[src/rtl/qec_pkg.sv]
// qec_pkg: shared types and constants of the quadrature encoder counter
// no dependencies; imported by the interfaces, the counter and its checker
`timescale 1ns / 1ps

package qec_pkg;

	// payload widths fixed by the item format
	localparam int unsigned QEC_FIELD_W     = 16;
	localparam int unsigned QEC_KIND_W      = 2;
	localparam int unsigned QEC_US_W        = 8;
	localparam int unsigned QEC_CFG_IDX_W   = 2;
	localparam int unsigned QEC_COUNT_WIDTH = 16;

	// item kinds; the fourth code means nothing and leaves the count alone
	localparam logic [QEC_KIND_W-1:0] KIND_A_EDGE = 2'd0;
	localparam logic [QEC_KIND_W-1:0] KIND_B_EDGE = 2'd1;
	localparam logic [QEC_KIND_W-1:0] KIND_QUERY  = 2'd2;

	// configuration register indexes
	localparam logic [QEC_CFG_IDX_W-1:0] REG_UNDERSAMPLE = 2'd0;
	localparam logic [QEC_CFG_IDX_W-1:0] REG_COUNT_MAX   = 2'd1;
	localparam logic [QEC_CFG_IDX_W-1:0] REG_COUNT_MIN   = 2'd2;

	// register reset values
	localparam logic [QEC_US_W-1:0]           UNDERSAMPLE_RST = 8'd7;
	localparam logic signed [QEC_FIELD_W-1:0] COUNT_MAX_RST   = 16'sd2048;
	localparam logic signed [QEC_FIELD_W-1:0] COUNT_MIN_RST   = -16'sd2048;

	typedef enum logic [1:0] {
		ST_IDLE,
		ST_STEP,
		ST_DIV,
		ST_DONE
	} qec_state_t;

endpackage

[src/rtl/qec_if.sv]
// qec_sample_if / qec_result_if: valid-ready channels of the encoder counter
// depends on qec_pkg for the field widths
`timescale 1ns / 1ps

interface qec_sample_if
	import qec_pkg::*;
	();
	logic                  valid;
	logic                  ready;
	logic [QEC_KIND_W-1:0] kind;
	logic                  a_level;
	logic                  b_level;

	modport source (output valid, output kind, output a_level, output b_level, input ready);
	modport sink   (input valid, input kind, input a_level, input b_level, output ready);
endinterface

interface qec_result_if
	import qec_pkg::*;
	();
	logic                          valid;
	logic                          ready;
	logic signed [QEC_FIELD_W-1:0] direction;
	logic signed [QEC_FIELD_W-1:0] position;

	modport source (output valid, output direction, output position, input ready);
	modport sink   (input valid, input direction, input position, output ready);
endinterface

[src/rtl/quadrature_encoder_counter.sv]
// quadrature encoder counter: edge items step a wrapped position count, a query item
// divides it by undersample on one shared restoring divider, one quotient bit a cycle
// an edge item passes the step state, a query the serial divider loop, an unused kind goes to done
// one item at a time; sample.ready is high only while the sequencer is idle
// reset: arst_n clears count, pin history and the result valid flag; limits and undersample
// return to 2048, -2048 and 7; no clearing pass is needed
`timescale 1ns / 1ps

module quadrature_encoder_counter
	import qec_pkg::*;
#(
	parameter int unsigned COUNT_WIDTH = QEC_COUNT_WIDTH
) (
	input  logic                     clk,
	input  logic                     arst_n,
	qec_sample_if.sink               sample,
	qec_result_if.source             result,
	input  logic                     cfg_we,
	input  logic [QEC_CFG_IDX_W-1:0] cfg_index,
	input  logic [QEC_FIELD_W-1:0]   cfg_data
);

	// extended width for the step: holds the count and the 16-bit limits plus one bit
	localparam int unsigned EXT_W = ((COUNT_WIDTH > QEC_FIELD_W) ? COUNT_WIDTH : QEC_FIELD_W) + 1;
	localparam int unsigned BIT_W = $clog2(COUNT_WIDTH);

	qec_state_t state_q, state_d;

	// configuration
	logic [QEC_US_W-1:0]           undersample_q;
	logic signed [QEC_FIELD_W-1:0] count_max_q;
	logic signed [QEC_FIELD_W-1:0] count_min_q;

	// encoder state
	logic signed [COUNT_WIDTH-1:0] count_q;
	logic                          a_prev_q;
	logic                          b_last_q;

	// per-item control
	logic up_q;     // step direction of an edge item
	logic query_q;  // item is a query
	logic neg_q;    // sign of the count at query time

	// shared divider: dividend shifts out of quot_q while quotient bits shift in
	logic [COUNT_WIDTH-1:0] quot_q;
	logic [QEC_US_W-1:0]    rem_q;
	logic [BIT_W-1:0]       bit_q;

	// result register
	logic                          out_valid_q;
	logic signed [QEC_FIELD_W-1:0] direction_q;
	logic signed [QEC_FIELD_W-1:0] position_q;

	logic accept;
	logic load_out;
	logic us_write;

	assign accept   = sample.valid && sample.ready;
	assign us_write = cfg_we && (cfg_index == REG_UNDERSAMPLE);

	// next state and handshake
	always_comb begin
		state_d      = state_q;
		sample.ready = 1'b0;
		load_out     = 1'b0;
		unique case (state_q)
			ST_IDLE: begin
				sample.ready = 1'b1;
				if (sample.valid) begin
					priority if (sample.kind == KIND_A_EDGE || sample.kind == KIND_B_EDGE) begin
						state_d = ST_STEP;
					end else if (sample.kind == KIND_QUERY) begin
						state_d = ST_DIV;
					end else begin
						state_d = ST_DONE;
					end
				end
			end
			ST_STEP: begin
				state_d = ST_DONE;
			end
			ST_DIV: begin
				if (bit_q == '0) begin
					state_d = ST_DONE;
				end
			end
			ST_DONE: begin
				// hold the finished item until the result register frees up
				if (!out_valid_q || result.ready) begin
					load_out = 1'b1;
					state_d  = ST_IDLE;
				end
			end
			default: state_d = ST_IDLE;
		endcase
	end

	always_ff @(posedge clk or negedge arst_n) begin
		if (!arst_n) begin
			state_q <= ST_IDLE;
		end else begin
			state_q <= state_d;
		end
	end

	// step: +-1, then wrap above max to min, then below min to max, at full precision
	logic signed [EXT_W-1:0] step_v;
	logic signed [EXT_W-1:0] wrap_hi;
	logic signed [EXT_W-1:0] wrap_lo;
	logic signed [EXT_W-1:0] max_ext;
	logic signed [EXT_W-1:0] min_ext;

	always_comb begin
		max_ext = EXT_W'(count_max_q);
		min_ext = EXT_W'(count_min_q);
		step_v  = EXT_W'(count_q) + (up_q ? EXT_W'(1) : '1);
		wrap_hi = (step_v > max_ext) ? min_ext : step_v;
		wrap_lo = (wrap_hi < min_ext) ? max_ext : wrap_hi;
	end

	// divider step: bring down one dividend bit, subtract when it fits
	logic [QEC_US_W:0]   trial;
	logic                fits;
	logic [QEC_US_W-1:0] rem_next;

	always_comb begin
		trial    = {rem_q, quot_q[COUNT_WIDTH-1]};
		fits     = trial >= {1'b0, undersample_q};
		rem_next = fits ? QEC_US_W'(trial - {1'b0, undersample_q}) : trial[QEC_US_W-1:0];
	end

	// signed quotient and count magnitude
	logic signed [COUNT_WIDTH-1:0] quot_signed;
	logic [COUNT_WIDTH-1:0]        count_mag;
	logic                          quot_nz;

	always_comb begin
		quot_signed = neg_q ? -signed'(quot_q) : signed'(quot_q);
		count_mag   = count_q[COUNT_WIDTH-1] ? COUNT_WIDTH'(-count_q) : COUNT_WIDTH'(count_q);
		quot_nz     = quot_q != '0;
	end

	// configuration registers
	always_ff @(posedge clk or negedge arst_n) begin
		if (!arst_n) begin
			undersample_q <= UNDERSAMPLE_RST;
			count_max_q   <= COUNT_MAX_RST;
			count_min_q   <= COUNT_MIN_RST;
		end else if (cfg_we) begin
			unique case (cfg_index)
				REG_UNDERSAMPLE: begin
					// zero is held as one
					undersample_q <= (cfg_data[QEC_US_W-1:0] == '0) ?
						QEC_US_W'(1) : cfg_data[QEC_US_W-1:0];
				end
				REG_COUNT_MAX: count_max_q <= signed'(cfg_data);
				REG_COUNT_MIN: count_min_q <= signed'(cfg_data);
				default: ;
			endcase
		end
	end

	// encoder state; pin history updates on accept so the step sees the right xor
	always_ff @(posedge clk or negedge arst_n) begin
		if (!arst_n) begin
			count_q  <= '0;
			a_prev_q <= 1'b0;
			b_last_q <= 1'b0;
		end else begin
			if (accept && sample.kind == KIND_A_EDGE) begin
				a_prev_q <= sample.a_level;
			end
			if (accept && sample.kind == KIND_B_EDGE) begin
				b_last_q <= sample.b_level;
			end
			priority if (us_write) begin
				count_q <= '0;
			end else if (state_q == ST_STEP) begin
				count_q <= wrap_lo[COUNT_WIDTH-1:0];
			end else if (load_out && query_q && quot_nz) begin
				// query with |count| >= undersample clears the count
				count_q <= '0;
			end
		end
	end

	// item control and divider registers
	always_ff @(posedge clk or negedge arst_n) begin
		if (!arst_n) begin
			up_q    <= 1'b0;
			query_q <= 1'b0;
			neg_q   <= 1'b0;
			bit_q   <= '0;
		end else if (accept) begin
			// b edge steps with the new b level, a edge with the old a level
			up_q    <= ((sample.kind == KIND_B_EDGE) ? sample.b_level : b_last_q) ^ a_prev_q;
			query_q <= sample.kind == KIND_QUERY;
			neg_q   <= count_q[COUNT_WIDTH-1];
			bit_q   <= BIT_W'(COUNT_WIDTH - 1);
		end else if (state_q == ST_DIV) begin
			bit_q <= bit_q - BIT_W'(1);
		end
	end

	// divider datapath, no reset needed
	always_ff @(posedge clk) begin
		if (accept) begin
			quot_q <= count_mag;
			rem_q  <= '0;
		end else if (state_q == ST_DIV) begin
			quot_q <= {quot_q[COUNT_WIDTH-2:0], fits};
			rem_q  <= rem_next;
		end
	end

	// result register: parts the sequencer from the downstream ready
	always_ff @(posedge clk or negedge arst_n) begin
		if (!arst_n) begin
			out_valid_q <= 1'b0;
		end else if (load_out) begin
			out_valid_q <= 1'b1;
		end else if (result.ready) begin
			out_valid_q <= 1'b0;
		end
	end

	always_ff @(posedge clk) begin
		if (load_out) begin
			if (query_q) begin
				direction_q <= QEC_FIELD_W'(quot_signed);
				position_q  <= quot_nz ? '0 : QEC_FIELD_W'(count_q);
			end else begin
				direction_q <= '0;
				position_q  <= QEC_FIELD_W'(count_q);
			end
		end
	end

	assign result.valid     = out_valid_q;
	assign result.direction = direction_q;
	assign result.position  = position_q;

endmodule

[src/flat_wrapper.sv]
// flat-port wrapper written by rule: the top's interface ports become plain ports
module quadrature_encoder_counter_flat import qec_pkg::*;
#(
	parameter int unsigned COUNT_WIDTH = QEC_COUNT_WIDTH
)
  (clk, arst_n, cfg_we, cfg_index, cfg_data, sample_valid, sample_kind, sample_a_level, sample_b_level, sample_ready, result_valid, result_direction, result_position, result_ready);
  qec_sample_if sample_i ();
  qec_result_if result_i ();
  input  logic clk;
  input  logic arst_n;
  input  logic cfg_we;
  input  logic [QEC_CFG_IDX_W-1:0] cfg_index;
  input  logic [QEC_FIELD_W-1:0] cfg_data;
  input wire logic [$bits(sample_i.valid)-1:0] sample_valid;
  input wire logic [$bits(sample_i.kind)-1:0] sample_kind;
  input wire logic [$bits(sample_i.a_level)-1:0] sample_a_level;
  input wire logic [$bits(sample_i.b_level)-1:0] sample_b_level;
  output wire logic [$bits(sample_i.ready)-1:0] sample_ready;
  output wire logic [$bits(result_i.valid)-1:0] result_valid;
  output wire logic [$bits(result_i.direction)-1:0] result_direction;
  output wire logic [$bits(result_i.position)-1:0] result_position;
  input wire logic [$bits(result_i.ready)-1:0] result_ready;
  assign sample_i.valid = sample_valid;
  assign sample_i.kind = sample_kind;
  assign sample_i.a_level = sample_a_level;
  assign sample_i.b_level = sample_b_level;
  assign sample_ready = sample_i.ready;
  assign result_valid = result_i.valid;
  assign result_direction = result_i.direction;
  assign result_position = result_i.position;
  assign result_i.ready = result_ready;
  quadrature_encoder_counter #(.COUNT_WIDTH(COUNT_WIDTH)) u_core (.clk(clk), .arst_n(arst_n), .sample(sample_i), .result(result_i), .cfg_we(cfg_we), .cfg_index(cfg_index), .cfg_data(cfg_data));
endmodule
[config.mk]
export PLATFORM = sky130hd
export DESIGN_NAME = quadrature_encoder_counter_flat
export DESIGN_NICKNAME = d
export VERILOG_FILES = /design/src/rtl/qec_pkg.sv /design/src/rtl/qec_if.sv /design/src/rtl/quadrature_encoder_counter.sv /design/src/flat_wrapper.sv
export SDC_FILE = /design/constraint.sdc
export NUM_CORES = 1
export LEC_CHECK = 0
export BUFFER_PORTS_ARGS = -buffer_cell sky130_fd_sc_hd__buf_2
export CAP_MARGIN = 10
export CORE_ASPECT_RATIO = 0.9
export CORE_UTILIZATION = 28
export CTS_CLUSTER_SIZE = 14
export DETAILED_ROUTE_END_ITERATION = 6
export PLACE_DENSITY_LB_ADDON = 0.25
export SLEW_MARGIN = 10
export SYNTH_ARGS = -nofsm -noshare
export SYNTH_HDL_FRONTEND = slang
export SYNTH_SLANG_ARGS = --single-unit
[constraint.sdc]
create_clock -name clk -period 18.89 [get_ports clk]
set_input_delay 2.8335 -clock clk [delete_from_list [all_inputs] [get_ports clk]]
set_output_delay 2.8335 -clock clk [all_outputs]
set_load 0.01 [all_outputs]
==> impl_metrics.toml <==
[synthesis]
syn_area_sq_mm = 0.007923
synth_compound_area_frac = 0.1380
synth_nets = 888
synth_seq_cells = 124
synth.top_cell.area_share = 0.1864
synthDistinctLibCells = 63
synth_simple_gate_area_frac = 0.1582
postSynth.asyncResetShare = 0.5484
yosys.area_share.xor_xnor = 0.04975
syn_inst = 796
synth_top_flop_cell = "dfrtp_1"
synth_top_area_cell = "dfrtp_1"
synthAdderAreaFrac = 0.1045
syn_avg_cell_area_sq_um = 9.953
synth_seq_area_share = 0.4184
synth_edf_count = 48
synth_top_family_by_area = "simple AND/OR/NAND/NOR gates"
yosysWarnings = 0
synth_area_leaders = "dfrtp_1, edfxtp_1, ha_1"
synthMuxAreaShare = 0.08575
synth_common_cells = "nand2_1, inv_1, ha_1, dfrtp_1, o21ai_0"
synth_most_common_cell = "nand2_1"

[timing]
fmax_mhz = 137.8
fin_skew_ns = 0.009326
tightest_slew_ns = 0.8974
setup_violations = 0
final.period_utilization = 0.3843
holdWs_ns = 0.4972
finalSetupTns_ns = 0
slew_viol_final = 0
grt_setup_unrepaired = "no"
hold_viol = 0
fin_crit_ns = 7.259
slew_headroom = 0.4017

[place]
io_buffers = 60
place.detailed.hpwl_microns = 14700
gp_congestion = 0.8717

[floorplanning]
rows = 58
coreArea_sq_mm = 0.02787
ioPinCount = 61
die_w_microns = 179.3
initial_core_util = 0.2843
die_y_microns = 161.6
fp.dieArea_sq_mm = 0.02897

[clock_network]
clk_pin_slew_ns = 0.06
h-tree-depth = 4
clk_latency_ns = 0.43
holdBufCountCts = 0
ctsResizeCount = 0
cts_tree = "built"
cts_buffer_depth = 2
cts.sinks = 124
cts_inserted_buffers = 17
cts_setup_buffers = 0
root_buffer = "clkbuf_16"

[drt]
via_per_inst = 4.842
dr.pass1.iters = 7
dr.first_iter.drc_count = 443
num_vias = 5936
wl_microns = 19550
wl_per_cell_microns = 15.94
antenna_left = 0
drc = 22

[critical_path]
cp.arrival_ns = 7.54
r2r_slack_ns = 11.63
crit_fanout = 30
crit_top_cell = "ha_1"
crit_path_end_kind = "register"
crit_chain = "inv_1, ha_1, nand2_1, a21bo_2, and3b_1, or2_2, xnor2_1, ha_1, nand4_1, inv_1, a2111oi_0, o31ai_1, nand2_1, mux2_2, ha_1, a21oi_1, a21oi_1, or4_1, or3_1, o211ai_1, buf_4, mux2i_1, o21ai_0"
slowest_stage = "a2111oi_0"
max_stage_delay_ns = 0.55
cp.required_ns = 19.17
critPathBufInv = 3
path_delay_family = "simple AND/OR/NAND/NOR gates"
crit_path_start_kind = "register"
critPathKind = "register to register"

[cells_and_area]
drive_gt1_frac = 0.1905
area_growth_pct = 16.30
num_antenna_cells = 0
nets = 945

[status]
status = "finished with violations"
failed_checks = "DRC"

[global_route]
antenna_found_initial = 0
grt_first_pass_wirelength_microns = 31240
first_global_vias = 5645
grt_overflow = 0
grt_start_max_net_pins = 69
track_usage = 0.1406

[worst_hold_path]
hold_class = "register to register"

[job]
maxCapViolations = 0
-- path summary, 6_finish.rpt --
kind                              from                      to  cells past startpoint
hold / removal             u_core.up_q             u_core.up_q                      2
min in group asynchronous       arst_n  u_core.count_max_q[10]                      2
setup / recovery           u_core.up_q       u_core.count_q[9]                     23
setup reg to reg           u_core.up_q       u_core.count_q[9]                     23
hold reg to reg            u_core.up_q             u_core.up_q                      2
max in group asynchronous       arst_n       u_core.state_q[0]                      2
-- layout by cell type (no fill, tap or decap), types with 7 or more instances in the layout --
master and count:
o21ai_0 59, nand4_1 12, xnor2_1 26, nand2_1 74, dfxtp_1 8, xor2_1 19, mux2i_1 15, ha_1 63
edfxtp_1 48, a21oi_1 40, nor2b_1 21, nand2b_1 12, mux2_2 47, nor3_1 11, nor2_1 28, o41ai_1 8
dfrtp_1 59, o31ai_1 7, dfstp_2 9, buf_4 7, inv_1 64, o311ai_0 8, clkbuf_16 18, and2_1 18
buf_2 60, nand3_1 26
-- layer usage --
metal / global-route usage / share of wire
met3: 0.02589 / 0.036
met2: 0.1939 / 0.40
met1: 0.2169 / 0.55
met4: 0.04354 / 0.014
met5: 0 / 0
-- worst reg2reg max path: cells and delay by family (launching register included) --
kind / cells / cell delay (ns)
DFF: 1 / 0.37
buffers and inverters: 3 / 0.82
adders and majority gates: 3 / 0.99
xor gates and xnor gates: 1 / 0.38
AOI/OAI and AO/OA: 7 / 1.59
muxes: 2 / 0.68
and+or+nand+nor: 7 / 2.31
-- logic make-up (layout without fill, tap and decap cells) --
family,Yosys count,in the layout
mux,62,62
xor+xnor,45,45
fa+ha+maj,65,65
flops,124,124
compound gates,167,167
simple gates,240,240
buf+inv,93,163
-- final cells by class --
class                           count  area, sq um
Tap cell                          360        450.4
Multi-Input combinational cell    579         4255
Inverter                           64        240.2
Fill cell                        2893        18650
Timing Repair Buffer               67        352.8
Clock inverter                     13        146.4
Clock buffer                       19        454.2
Sequential cell                   124         3314
-- metrics by stage --
step	std cells	setup slack (ns)	cell area, sq um	util
floorplan	796	12.59	7923	-
global placement	1194	11.69	8613	0.3091
detailed placement	1194	11.65	8613	0.3091
CTS	1226	11.62	9214	0.3306
global route	1226	11.27	9214	0.3306
finish	1226	11.63	9214	0.3306
-- state kept, by name, indices dropped and copies added, names as in the netlist, 4 cells and up --
| signal | cells |
|---|---|
| u_core.count_max_q | 16 |
| u_core.count_q | 16 |
| u_core.result.position | 16 |
| u_core.count_min_q | 16 |
| u_core.bit_q | 4 |
| u_core.rem_q | 8 |
| u_core.result.direction | 16 |
| u_core.undersample_q | 8 |
| u_core.quot_q | 16 |
Power is left out: the tool's default activity adds up to more than one toggle a clock period on the data nets, which glitch-free logic cannot reach.
